File: src/rtl/tcp_receive_window_trim_top_defines.svh
// Assertion macros for the TCP receive window trim block.
// Used by tcp_receive_window_trim_top; expects clk and rst_n in scope.
`ifndef TCP_RECEIVE_WINDOW_TRIM_TOP_DEFINES_SVH
`define TCP_RECEIVE_WINDOW_TRIM_TOP_DEFINES_SVH

// same-cycle implication, disabled in reset
`define TWT_ASSERT_IMP(label, a, c, msg) \
    label: assert property (@(posedge clk) disable iff (!rst_n) (a) |-> (c)) else $error(msg);

// next-cycle implication, disabled in reset
`define TWT_ASSERT_NXT(label, a, c, msg) \
    label: assert property (@(posedge clk) disable iff (!rst_n) (a) |=> (c)) else $error(msg);

`endif

File: src/rtl/twt_pkg.sv
// Shared widths, flag bit positions and stage word types for the
// TCP receive window trim pipeline. No dependencies.
package twt_pkg;

    localparam int SEQ_W   = 32;
    localparam int WIN_W   = 16;
    localparam int LEN_W   = 16;
    localparam int FLG_W   = 6;
    localparam int URG_W   = 16;
    localparam int SPAN_W  = 17;
    localparam int DISC_W  = 17;
    localparam int SMALL_W = 18;

    localparam int FL_FIN = 0;
    localparam int FL_SYN = 1;
    localparam int FL_URG = 5;

    typedef struct packed {
        logic [SEQ_W-1:0] nxt;
        logic [WIN_W-1:0] wnd;
        logic [SEQ_W-1:0] seq;
        logic [LEN_W-1:0] len;
        logic [FLG_W-1:0] flags;
        logic [URG_W-1:0] up;
    } twt_in_t;

    typedef struct packed {
        logic [SEQ_W-1:0]  d;        // seq - nxt
        logic [SPAN_W-1:0] span_m1;
        logic              span_nz;
        logic              wz;
        logic              eq;
        logic [WIN_W-1:0]  wnd;
        logic [SEQ_W-1:0]  seq;
        logic [LEN_W-1:0]  len;
        logic [FLG_W-1:0]  flags;
        logic [URG_W-1:0]  up;
    } twt_s1_t;

    typedef struct packed {
        logic                ok;
        logic                wz;
        logic                dup_pos;
        logic [DISC_W-1:0]   dup_full;  // duplicate count, SYN included
        logic [DISC_W-1:0]   dup_rem;   // duplicate payload after SYN
        logic [SEQ_W-1:0]    seq;
        logic [LEN_W-1:0]    len;
        logic [FLG_W-1:0]    flags;
        logic [URG_W-1:0]    up;
        logic [SEQ_W-1:0]    d;
        logic [SMALL_W-1:0]  small_ofs; // len + syn - wnd, two's complement
    } twt_s2_t;

    typedef struct packed {
        logic              ok;
        logic              wz;
        logic [SEQ_W-1:0]  seq;
        logic [LEN_W-1:0]  len;
        logic [FLG_W-1:0]  flags;
        logic [URG_W-1:0]  up;
        logic [DISC_W-1:0] disc;
        logic [SEQ_W-1:0]  exd;       // right end minus right window edge
    } twt_s3_t;

    typedef struct packed {
        logic              accepted;
        logic [SEQ_W-1:0]  seq;
        logic [LEN_W-1:0]  len;
        logic [FLG_W-1:0]  flags;
        logic [URG_W-1:0]  up;
        logic [DISC_W-1:0] disc;
    } twt_out_t;

endpackage

File: src/rtl/twt_diff.sv
// Stage 1: sequence difference, segment span and zero-window checks.
// Depends on twt_pkg.
module twt_diff (
    input  logic              clk,
    input  logic              rst_n,
    input  logic              in_valid,
    input  logic              adv,
    input  twt_pkg::twt_in_t  in_data,
    output logic              out_valid,
    output twt_pkg::twt_s1_t  out_data
);
    import twt_pkg::*;

    twt_s1_t           s1_next;
    twt_s1_t           s1_reg;
    logic              valid_reg;
    logic [SPAN_W-1:0] span;

    always_comb
    begin
        span = SPAN_W'(in_data.len) + SPAN_W'(in_data.flags[FL_SYN])
             + SPAN_W'(in_data.flags[FL_FIN]);
        s1_next.d       = in_data.seq - in_data.nxt;
        s1_next.span_m1 = span - SPAN_W'(1);
        s1_next.span_nz = (span != '0);
        s1_next.wz      = (in_data.wnd == '0);
        s1_next.eq      = (in_data.seq == in_data.nxt);
        s1_next.wnd     = in_data.wnd;
        s1_next.seq     = in_data.seq;
        s1_next.len     = in_data.len;
        s1_next.flags   = in_data.flags;
        s1_next.up      = in_data.up;
    end

    always_ff @(posedge clk or negedge rst_n)
    begin
        if (!rst_n)
            valid_reg <= 1'b0;
        else if (adv)
            valid_reg <= in_valid;
    end

    always_ff @(posedge clk)
    begin
        if (adv && in_valid)
            s1_reg <= s1_next;
    end

    assign out_valid = valid_reg;
    assign out_data  = s1_reg;

endmodule

File: src/rtl/twt_accept.sv
// Stage 2: acceptability decision and leading SYN consumption.
// Depends on twt_pkg.
module twt_accept (
    input  logic              clk,
    input  logic              rst_n,
    input  logic              in_valid,
    input  logic              adv,
    input  twt_pkg::twt_s1_t  in_data,
    output logic              out_valid,
    output twt_pkg::twt_s2_t  out_data
);
    import twt_pkg::*;

    twt_s2_t          s2_next;
    twt_s2_t          s2_reg;
    logic             valid_reg;
    logic [SEQ_W-1:0] negd;
    logic [SEQ_W-1:0] last_rel;
    logic             in_seq;
    logic             in_last;
    logic             dup_lt;
    logic             dup_pos;
    logic             syn_cons;

    always_comb
    begin
        negd     = SEQ_W'(0) - in_data.d;
        last_rel = in_data.d + SEQ_W'(in_data.span_m1);
        in_seq   = (in_data.d < SEQ_W'(in_data.wnd));
        in_last  = (last_rel < SEQ_W'(in_data.wnd));
        // nxt - seq < span, span known nonzero here
        dup_lt   = (negd <= SEQ_W'(in_data.span_m1));
        // nxt - seq is serially positive
        dup_pos  = !in_data.wz && in_data.d[SEQ_W-1] && (in_data.d[SEQ_W-2:0] != '0);
        syn_cons = dup_pos && in_data.flags[FL_SYN];

        s2_next.ok = in_data.wz ? (!in_data.span_nz && in_data.eq)
                   : (in_seq || (in_data.span_nz && (in_last || dup_lt)));
        s2_next.wz       = in_data.wz;
        s2_next.dup_pos  = dup_pos;
        s2_next.dup_full = negd[DISC_W-1:0];
        s2_next.dup_rem  = ~in_data.d[DISC_W-1:0] + DISC_W'(!syn_cons);
        s2_next.seq      = in_data.seq + SEQ_W'(syn_cons);
        s2_next.len      = in_data.len;
        s2_next.flags    = in_data.flags;
        s2_next.up       = in_data.up;
        if (syn_cons)
        begin
            s2_next.flags[FL_SYN] = 1'b0;
            if (in_data.up > URG_W'(1))
                s2_next.up = in_data.up - URG_W'(1);
            else
                s2_next.flags[FL_URG] = 1'b0;
        end
        s2_next.d         = in_data.d;
        s2_next.small_ofs = SMALL_W'(in_data.len) + SMALL_W'(syn_cons)
                          - SMALL_W'(in_data.wnd);
    end

    always_ff @(posedge clk or negedge rst_n)
    begin
        if (!rst_n)
            valid_reg <= 1'b0;
        else if (adv)
            valid_reg <= in_valid;
    end

    always_ff @(posedge clk)
    begin
        if (adv && in_valid)
            s2_reg <= s2_next;
    end

    assign out_valid = valid_reg;
    assign out_data  = s2_reg;

endmodule

File: src/rtl/twt_lead.sv
// Stage 3: duplicate payload trim with urgent pointer update, and the
// right-edge overshoot. Depends on twt_pkg.
module twt_lead (
    input  logic              clk,
    input  logic              rst_n,
    input  logic              in_valid,
    input  logic              adv,
    input  twt_pkg::twt_s2_t  in_data,
    output logic              out_valid,
    output twt_pkg::twt_s3_t  out_data
);
    import twt_pkg::*;

    twt_s3_t          s3_next;
    twt_s3_t          s3_reg;
    logic             valid_reg;
    logic             trim_en;
    logic [LEN_W-1:0] dclamp;

    always_comb
    begin
        trim_en = in_data.dup_pos && (in_data.dup_rem != '0);
        dclamp  = (in_data.dup_rem > DISC_W'(in_data.len)) ? in_data.len
                : in_data.dup_rem[LEN_W-1:0];

        s3_next.ok    = in_data.ok;
        s3_next.wz    = in_data.wz;
        s3_next.seq   = in_data.seq;
        s3_next.len   = in_data.len;
        s3_next.flags = in_data.flags;
        s3_next.up    = in_data.up;
        if (trim_en)
        begin
            s3_next.seq = in_data.seq + SEQ_W'(dclamp);
            s3_next.len = in_data.len - dclamp;
            if (in_data.up > dclamp)
                s3_next.up = in_data.up - dclamp;
            else
            begin
                s3_next.flags[FL_URG] = 1'b0;
                s3_next.up            = '0;
            end
        end
        s3_next.disc = in_data.dup_pos ? in_data.dup_full : '0;
        // end of data is unchanged by the leading trim
        s3_next.exd  = in_data.d + {{(SEQ_W-SMALL_W){in_data.small_ofs[SMALL_W-1]}},
                                    in_data.small_ofs};
    end

    always_ff @(posedge clk or negedge rst_n)
    begin
        if (!rst_n)
            valid_reg <= 1'b0;
        else if (adv)
            valid_reg <= in_valid;
    end

    always_ff @(posedge clk)
    begin
        if (adv && in_valid)
            s3_reg <= s3_next;
    end

    assign out_valid = valid_reg;
    assign out_data  = s3_reg;

endmodule

File: src/rtl/twt_edge.sv
// Stage 4: cut at the right window edge, final masking, output register.
// Depends on twt_pkg.
module twt_edge (
    input  logic              clk,
    input  logic              rst_n,
    input  logic              in_valid,
    input  logic              adv,
    input  twt_pkg::twt_s3_t  in_data,
    output logic              out_valid,
    output twt_pkg::twt_out_t out_data
);
    import twt_pkg::*;

    twt_out_t         out_next;
    twt_out_t         out_reg;
    logic             valid_reg;
    logic             ex_pos;
    logic [LEN_W-1:0] excess;

    always_comb
    begin
        ex_pos = !in_data.wz && (in_data.exd != '0) && !in_data.exd[SEQ_W-1];
        excess = '0;
        if (ex_pos)
            excess = (in_data.exd > SEQ_W'(in_data.len)) ? in_data.len
                   : in_data.exd[LEN_W-1:0];

        out_next = '0;
        if (in_data.ok)
        begin
            out_next.accepted = 1'b1;
            out_next.seq      = in_data.seq;
            out_next.len      = in_data.len - excess;
            out_next.flags    = in_data.flags;
            out_next.up       = in_data.up;
            out_next.disc     = in_data.disc + DISC_W'(excess);
            if (ex_pos)
                out_next.flags[FL_FIN] = 1'b0;
        end
    end

    always_ff @(posedge clk or negedge rst_n)
    begin
        if (!rst_n)
            valid_reg <= 1'b0;
        else if (adv)
            valid_reg <= in_valid;
    end

    always_ff @(posedge clk)
    begin
        if (adv && in_valid)
            out_reg <= out_next;
    end

    assign out_valid = valid_reg;
    assign out_data  = out_reg;

endmodule

File: src/rtl/tcp_receive_window_trim_top.sv
// TCP receive segment acceptability check and window trim.
// Input word: next_expected, recv_window and one segment header
// (seq_in, length_in, flags_in, urgent_in), taken when in_valid is high
// and in_stall is low. Result word: accepted plus trimmed seq_out,
// length_out, flags_out, urgent_out and the discarded octet count,
// delivered when out_valid is high and out_stall is low.
// An accepted input word reaches out_valid through four register
// stages: difference/span, accept decision and SYN consumption,
// leading duplicate trim, right edge cut with output register.
// One word per cycle when out_stall is low; no state carries across segments.
// A rejected segment still gives a result word, with accepted low and
// every other field zero.
// Reset clears all stage valid bits; the pipeline is empty afterward.
// When out_stall is high the output word holds, stages behind it fill
// their bubbles and in_stall rises once every stage is occupied.
// Depends on twt_pkg, twt_diff, twt_accept, twt_lead, twt_edge.
`include "tcp_receive_window_trim_top_defines.svh"

module tcp_receive_window_trim_top (
    input  logic                        clk,
    input  logic                        rst_n,
    input  logic                        in_valid,
    output logic                        in_stall,
    input  logic [twt_pkg::SEQ_W-1:0]   next_expected,
    input  logic [twt_pkg::WIN_W-1:0]   recv_window,
    input  logic [twt_pkg::SEQ_W-1:0]   seq_in,
    input  logic [twt_pkg::LEN_W-1:0]   length_in,
    input  logic [twt_pkg::FLG_W-1:0]   flags_in,
    input  logic [twt_pkg::URG_W-1:0]   urgent_in,
    output logic                        out_valid,
    input  logic                        out_stall,
    output logic                        accepted,
    output logic [twt_pkg::SEQ_W-1:0]   seq_out,
    output logic [twt_pkg::LEN_W-1:0]   length_out,
    output logic [twt_pkg::FLG_W-1:0]   flags_out,
    output logic [twt_pkg::URG_W-1:0]   urgent_out,
    output logic [twt_pkg::DISC_W-1:0]  discarded
);
    import twt_pkg::*;

    twt_in_t  in_word;
    twt_s1_t  s1;
    twt_s2_t  s2;
    twt_s3_t  s3;
    twt_out_t res;
    logic     v1, v2, v3, v4;
    logic     en1, en2, en3, en4;
    logic     rej_clean;

    // a stage loads when it is empty or the one ahead of it moves
    assign en4 = !v4 || !out_stall;
    assign en3 = !v3 || en4;
    assign en2 = !v2 || en3;
    assign en1 = !v1 || en2;
    assign in_stall = !en1;

    assign in_word.nxt   = next_expected;
    assign in_word.wnd   = recv_window;
    assign in_word.seq   = seq_in;
    assign in_word.len   = length_in;
    assign in_word.flags = flags_in;
    assign in_word.up    = urgent_in;

    twt_diff u_diff (
        .clk       (clk),
        .rst_n     (rst_n),
        .in_valid  (in_valid),
        .adv       (en1),
        .in_data   (in_word),
        .out_valid (v1),
        .out_data  (s1)
    );

    twt_accept u_accept (
        .clk       (clk),
        .rst_n     (rst_n),
        .in_valid  (v1),
        .adv       (en2),
        .in_data   (s1),
        .out_valid (v2),
        .out_data  (s2)
    );

    twt_lead u_lead (
        .clk       (clk),
        .rst_n     (rst_n),
        .in_valid  (v2),
        .adv       (en3),
        .in_data   (s2),
        .out_valid (v3),
        .out_data  (s3)
    );

    twt_edge u_edge (
        .clk       (clk),
        .rst_n     (rst_n),
        .in_valid  (v3),
        .adv       (en4),
        .in_data   (s3),
        .out_valid (v4),
        .out_data  (res)
    );

    assign out_valid  = v4;
    assign accepted   = res.accepted;
    assign seq_out    = res.seq;
    assign length_out = res.len;
    assign flags_out  = res.flags;
    assign urgent_out = res.up;
    assign discarded  = res.disc;

    assign rej_clean = (seq_out == '0) && (length_out == '0) && (flags_out == '0)
                    && (urgent_out == '0) && (discarded == '0);

    `TWT_ASSERT_NXT(a_in_lands, in_valid && !in_stall, v1, "accepted input word not in stage 1")
    `TWT_ASSERT_NXT(a_s3_holds, v3 && !en4, v3, "stage 3 word lost while output blocked")
    `TWT_ASSERT_IMP(a_reject_zero, out_valid && !accepted, rej_clean, "rejected word not zero")

endmodule

File: config.mk
export PLATFORM = sky130hd
export DESIGN_NAME = tcp_receive_window_trim_top
export DESIGN_NICKNAME = d
export VERILOG_FILES = /design/src/rtl/twt_pkg.sv /design/src/rtl/twt_diff.sv /design/src/rtl/twt_accept.sv /design/src/rtl/twt_lead.sv /design/src/rtl/twt_edge.sv /design/src/rtl/tcp_receive_window_trim_top.sv
export VERILOG_INCLUDE_DIRS = /design/src /design/src/rtl
export SDC_FILE = /design/constraint.sdc
export NUM_CORES = 1
export LEC_CHECK = 0
export BUFFER_PORTS_ARGS = -buffer_cell sky130_fd_sc_hd__buf_2
export CAP_MARGIN = 20
export CORE_ASPECT_RATIO = 0.5
export CORE_MARGIN = 1
export CORE_UTILIZATION = 60
export CTS_CLUSTER_DIAMETER = 200
export DETAILED_ROUTE_END_ITERATION = 16
export PLACE_DENSITY = 0.8
export SLEW_MARGIN = 5
export SYNTH_ARGS = -nofsm -noshare
export SYNTH_HDL_FRONTEND = slang
export SYNTH_SLANG_ARGS = --single-unit
File: constraint.sdc
create_clock -name clk -period 22 [get_ports clk]
set_input_delay 2.2 -clock clk [delete_from_list [all_inputs] [get_ports clk]]
set_output_delay 2.2 -clock clk [all_outputs]
set_load 0.01 [all_outputs]
## Word level (Yosys, flattened, before mapping)

Index checks and enable logic that the tools add are counted.

| operators by class | value |
|---|---|
| mux-type cells | 14 |
| multiply operators | 0 |
| reduce and logical (&&, ||, !) cells | 35 |
| bitwise gates (word level) | 2 |
| add/sub/neg operators | 17 |
| divide/modulo/power cells | 0 |
| shift operators | 0 |
| equal/unequal tests | 1 |
| $lt $le $gt $ge | 7 |

Operators by type and width:

| operator | count |
|---|---|
| $mux W16 | 7 |
| $mux W88 | 1 |
| $lt A32 B16 Y1 | 2 |
| $mux W49 | 1 |
| $sub A16 B16 Y16 | 3 |
| $add A16 B1 Y17 | 2 |
| $add A17 B1 Y17 | 2 |
| $reduce_bool A17 Y1 | 2 |
| $add A32 B1 Y32 | 1 |
| $add A32 B16 Y32 | 1 |
| $add A32 B17 Y32 | 1 |
| $add A32 B32 Y32 | 1 |
| $eq A32 B32 Y1 | 1 |
| $gt A32 B16 Y1 | 1 |
| $le A32 B17 Y1 | 1 |
| $reduce_bool A32 Y1 | 1 |
| $sub A1 B32 Y32 const A | 1 |
| $sub A32 B32 Y32 | 1 |
| $reduce_bool A31 Y1 | 1 |
| $sub A18 B16 Y18 | 1 |
| $add A17 B16 Y17 | 1 |
| $gt A17 B16 Y1 | 1 |
| $not A17 Y17 | 1 |
| $sub A17 B1 Y17 const B | 1 |
| 10 further kinds | 40 |

| word-level totals | value |
|---|---|
| register bits | 508 |
| memory bits (read-only) | 0 |
| RAM bits | 0 |
| output and inout port bits | 90 |
| memories kept | 0 |
| bits in latches | 0 |

## Logic depth before layout (Yosys ltp)

| depth | value |
|---|---|
| depth in word-level cells | 6 |
| gate-level depth with buffers | 24 |
| depth with buffers taken out | 22 |

## Cells and area by module

From an unflattened synthesis, not the netlist that was laid out.

| second synthesis, totals | value |
|---|---|
| cell total of the unflattened synthesis | 2856 |
| area total of the unflattened synthesis | 31395.1 um^2 |

By module, submodules not included:

| module | sequential area each (um^2) | instances | area an instance (um^2) | cells each |
|---|---|---|---|---|
| twt_accept | 4709.5 | 1 | 9799.4 | 884 |
| twt_lead | 3658.5 | 1 | 9203.8 | 924 |
| twt_diff | 4169.0 | 1 | 6820.3 | 534 |
| twt_edge | 2667.6 | 1 | 5537.8 | 508 |
| tcp_receive_window_trim_top | 0.0 | 1 | 33.8 | 6 |

## Worst setup path before layout

No wires, ideal clock.

| timing path | value |
|---|---|
| path type | input to register |
| from | in out_stall |
| to | reg u_edge.out_reg (netlist bit u_edge.out_data[0]), enable pin |
| setup slack | 12.775 ns |
| stages | 1 |
| arrival | 8.556 ns |
| setup time | 0.669 ns |
| cell sequence | a21boi_0 |

| between the ends | value |
|---|---|
| longest elaborated chain between the ends | 3 |

Ends and longest elaborated chain:

| item | RTL line | RTL |
|---|---|---|
| start, declared | tcp_receive_window_trim_top.sv:31 | `input logic out_stall,` |
| $logic_not A1 Y1 | tcp_receive_window_trim_top.sv:51 | `assign en4 = !v4 \|\| !out_stall;` |
| $logic_or A1 B1 Y1 | tcp_receive_window_trim_top.sv:51 |  |
| $logic_and A1 B1 Y1 | twt_edge.sv:52 | `if (adv && in_valid)` |
| end signal, assigned | twt_edge.sv:53 | `out_reg <= out_next;` |
| end, declared | twt_edge.sv:15 | `twt_out_t out_reg;` |

No other way between the ends.
A chain may end at the register's enable or synchronous reset.

==> summary by stage <==
Clocking
The clock latency on the worst-skew pair is a little under 0.6 ns. After clock tree synthesis, the setup repair step added 0 buffers. TritonCTS built the clock tree. The maximum buffer depth of the clock tree is 3.

The clock-pin transition on the worst setup and hold timing paths is 0.07 ns. Clock tree synthesis inserted a total of 46 buffers. The number of clock sinks is ~510. Once the clock tree was built, the resizer swapped 0 gates to a different size. The count of hold-fix buffers inserted at cts is 0. In this run the number of H-tree levels came out at 2. CTS placed an instance of clkbuf_16 at the clock tree root.

Synthesis
Counting flops with a built-in enable in the synthesized netlist gives 503. Synthesis handed over a netlist of between 2000 and 3000 instances. The mapped netlist covers 30730 sq um. Yosys printed 0 warnings. Counting flops and latches in the post-synthesis netlist gives between 500 and 600. The post-synthesis async set-or-reset flop share is less than 1%.

The dominant synthesized flop cell is edfxtp_1. The post-synthesis area per instance is roughly 11 sq um. The count of cell types in the netlist is 83. When the netlist entered floorplanning its net count stood at 3200. Sequential cells were found to cover approximately half of the synthesized design area.

Global route
The first global-routing pass estimated around 120000 um of wire. The pin count of the biggest net entering global routing is 89. The via count of the first global-routing pass is roughly 21000.

The remaining global-route overflow is 0. The number of antenna violations at the first check in global routing is 4. The overall track demand over capacity in global routing is just under 30%.

Worst setup path
Of all nets on the critical path, the largest fanout is 9. Walking the worst path, the cells encountered are or4_4, or3_4, nor4_2, a21oi_1, nand2_1, inv_1, ha_1, ha_1, fa_1, a21o_1, a21o_1, a21oi_1, o21ai_0, a211oi_1, nor3_1, or3_1, a21oi_1, xor2_1. The critical-path cell with the highest stage delay is or4_4. For the worst setup path, the data arrival time is around 6.4 ns.

Data on the critical path is required at its endpoint by 22.31 ns. For this run, the slowest stage of the critical path takes 0.62 ns. The classification of the worst setup path is flip-flop to flip-flop. The critical path's most frequent cell is a21oi_1. The kind of end point of the critical path is a flip-flop. The worst setup path is launched from a flip-flop.

Layout
The share of the core filled with cells in the final layout is between 60% and 70%. The net count of the finished layout is between 3000 and 4000. The layout cell share with drive strength beyond 1 is a little under an eighth. Across the whole layout, storage elements account for roughly 15000 sq um. The number of filler instances in the final layout is between 3000 and 4000. In the final layout, the multi-input gates occupy 14510 sq um.

Relative to the synthesized area, the layout overhead comes to 10.81%.

Placed design
The HPWL after detailed placement is between 50000 and 60000 um. The weighted congestion reported at the end of routability-driven placement is about 0.95. Port buffering added about 210 buffers.

Timing
The slew at the pin closest to its max-slew limit is 1.116 ns. The clock skew is around 0.022 ns. Summed over all failing endpoints, the final setup total negative slack is 0 ns. The count of final hold-check violations is 0. The worst slew margin relative to its limit is around 26%. The worst hold-check slack is ~0.42 ns. The max-slew violation count is 0. After layout, the minimum clock period comes to 6.058 ns.

Setup violations remaining at the end of the flow were counted as 0. Setup repair after global routing left no endpoint under its margin. The ratio of final minimum period to clock period is approximately 28%. Timing would allow up to around 170 MHz.

Run
The number of maximum-capacitance constraint violations is 0.

Floorplan
Measured along the x axis, the die boundary spans between 300 and 400 um. The die outline area is between 50000 and 60000 sq um. In this run the count of I/O pins placed on the die edge is around 210.

The region available for standard cell placement spans 50360 sq um. After floorplanning, the core was divided into 58 placement rows. The initial cell density of the core is around three fifths. The die height is ~160 um.

Status
The flow ran to the end, and the final reports show no timing, DRC or antenna violations.

Routing
The number of antenna-violating nets in the routed design is 0. The final routed wirelength across all metal layers is between 70000 and 80000 um. The routed layout has around 22000 vias. In the final routed layout, each cell accounts on average for about 20 um.

Using the TritonRoute via totals, the vias-per-cell ratio works out to about 6. Before antenna repair, the detailed router went through 6 iterations. The first routing iteration left 2348 violations. The number of design rule violations left after detail routing is 0.

Power
The power per cell area is between 90 and 100 nW/um^2. VDD sags by at most ~0.057 mV. The overall power is 3.222 mW. The analysis attributes to cell leakage a power of ~14 nW.

Min path
The tightest min-delay check is of the flip-flop to flip-flop type.
==> stage by stage <==
stage / setup WS [ns] / instance area, sq um / cells
2_1_floorplan: 12.78 / 30730 / 2805
3_3_place_gp: 16.29 / 32510 / 3663
3_5_place_dp: 16.10 / 32510 / 3663
4_1_cts: 16.06 / 34050 / 3746
5_1_grt: 15.62 / 34050 / 3746
6_report: 15.94 / 34050 / 3749
==> placed cells by master (no fill, tap or decap), types with 75 or more instances in the layout <==
cell type / Yosys / routed
nand3_1: 87 / 87
nor2_1: 181 / 181
a21o_1: 88 / 88
ha_1: 263 / 263
nand2_1: 186 / 186
o21ai_0: 107 / 107
xnor2_1: 164 / 164
nor3_1: 75 / 75
a21oi_1: 141 / 141
xor2_1: 109 / 109
inv_1: 208 / 208
buf_2: 1 / 211
and2_1: 93 / 91
edfxtp_1: 503 / 503
==> cell usage after synthesis (6+ instances only) <==
master,number,area [sq um]
o41ai_1,6,52.55
o21ai_0,107,535.5
nor4_1,29,181.4
or4_1,7,52.55
ha_1,263,3291
nand4_1,51,319.1
edfxtp_1,503,15100
o2111ai_1,10,87.58
a211o_1,8,70.07
xor2_1,109,954.7
a21oi_1,141,705.7
and3_1,39,244.0
a211oi_1,26,195.2
nand3_1,87,435.4
nand3b_1,6,45.04
a21boi_0,10,75.07
nand2_1,186,698.2
or3_1,25,156.4
clkbuf_1,38,142.6
o211ai_1,16,120.1
nand2b_1,33,206.5
and2_1,93,581.8
o21bai_1,17,127.6
a21o_1,88,660.6
or2_2,29,181.4
nor2_1,181,679.4
inv_1,208,780.8
xnor2_1,164,1436
o21a_1,20,150.1
buf_1,9,33.78
nor2b_1,27,168.9
mux2i_1,26,260.3
o31ai_1,24,180.2
nor3_1,75,375.4
fa_1,10,200.2
a31oi_1,29,181.4
==> routing by layer <==
layer / GRT usage [%] / vias to the layer above / wire, um
met3: 6.845 / 152 / 7084
met4: 9.827 / 2 / 2325
met5: 0 / - / 11
met2: 42.87 / 892 / 33040
met1: 42.93 / 10639 / 34690
li1: - / 10779 / -
==> kinds of logic (layout without fill, tap and decap cells) <==
logic type,Yosys count,in the layout,share of synthesized area (%)
xor+xnor,273,273,7.781
fa+ha+maj,273,273,11.36
flops,507,507,49.48
simple gates,900,900,15.09
mux,29,29,0.9568
buf+inv,264,515,3.408
other cells,0,3,0
compound gates,559,559,11.93
==> final timing paths <==
check	from	to	slack [ns]	cells past startpoint
max in group asynchronous	rst_n	u_diff.out_valid	20.48	1
worst max-delay path	u_diff.out_data[116]	u_accept.out_data[16]	15.94	18
worst min register to register	u_diff.out_data[16]	u_accept.out_data[66]	0.42	0
min in group asynchronous	rst_n	u_accept.out_valid	1.41	1
worst max register to register	u_diff.out_data[116]	u_accept.out_data[16]	15.94	18
worst min-delay path	u_diff.out_data[16]	u_accept.out_data[66]	0.42	0
==> area by class of cell <==
type,instances,area share [%]
Inverter,210,2.315
Multi-Input combinational cell,2034,42.62
Clock inverter,29,0.9810
Timing Repair Buffer,222,3.344
Clock buffer,54,3.531
Tap cell,690,2.535
Sequential cell,507,44.65
Antenna cell,3,0.02205
==> worst max-delay path: cells and delay by family, from the launching register on <==
family	cells	cell delay, ns
buffers and inverters	1	0.11
XOR/XNOR	1	0.09
flip-flops	1	0.56
AND/OR/NAND/NOR	6	2.20
AO/OA/AOI/OAI	7	1.78
adder cells (fa/ha/maj)	3	1.05
==> power by group <==
| part | switching [mW] | internal (mW) | total [mW] | leakage, nW |
|---|---|---|---|---|
| Combinational | 0.600 | 0.400 | 1.00 | 8.22 |
| Clock | 0.366 | 0.475 | 0.841 | 0.748 |
| Sequential | 0.109 | 1.27 | 1.38 | 4.96 |
| Total | 1.07 | 2.15 | 3.22 | 13.9 |
==> sequential cells by signal, summed over array words and instances (netlist names) <==
name                flops
u_diff.out_data       138
u_lead.out_data       121
u_edge.out_data        88
u_lead.out_valid        1
u_accept.out_data     156
u_diff.out_valid        1
u_edge.out_valid        1
u_accept.out_valid      1
Power figures use the tool's default switching activity.
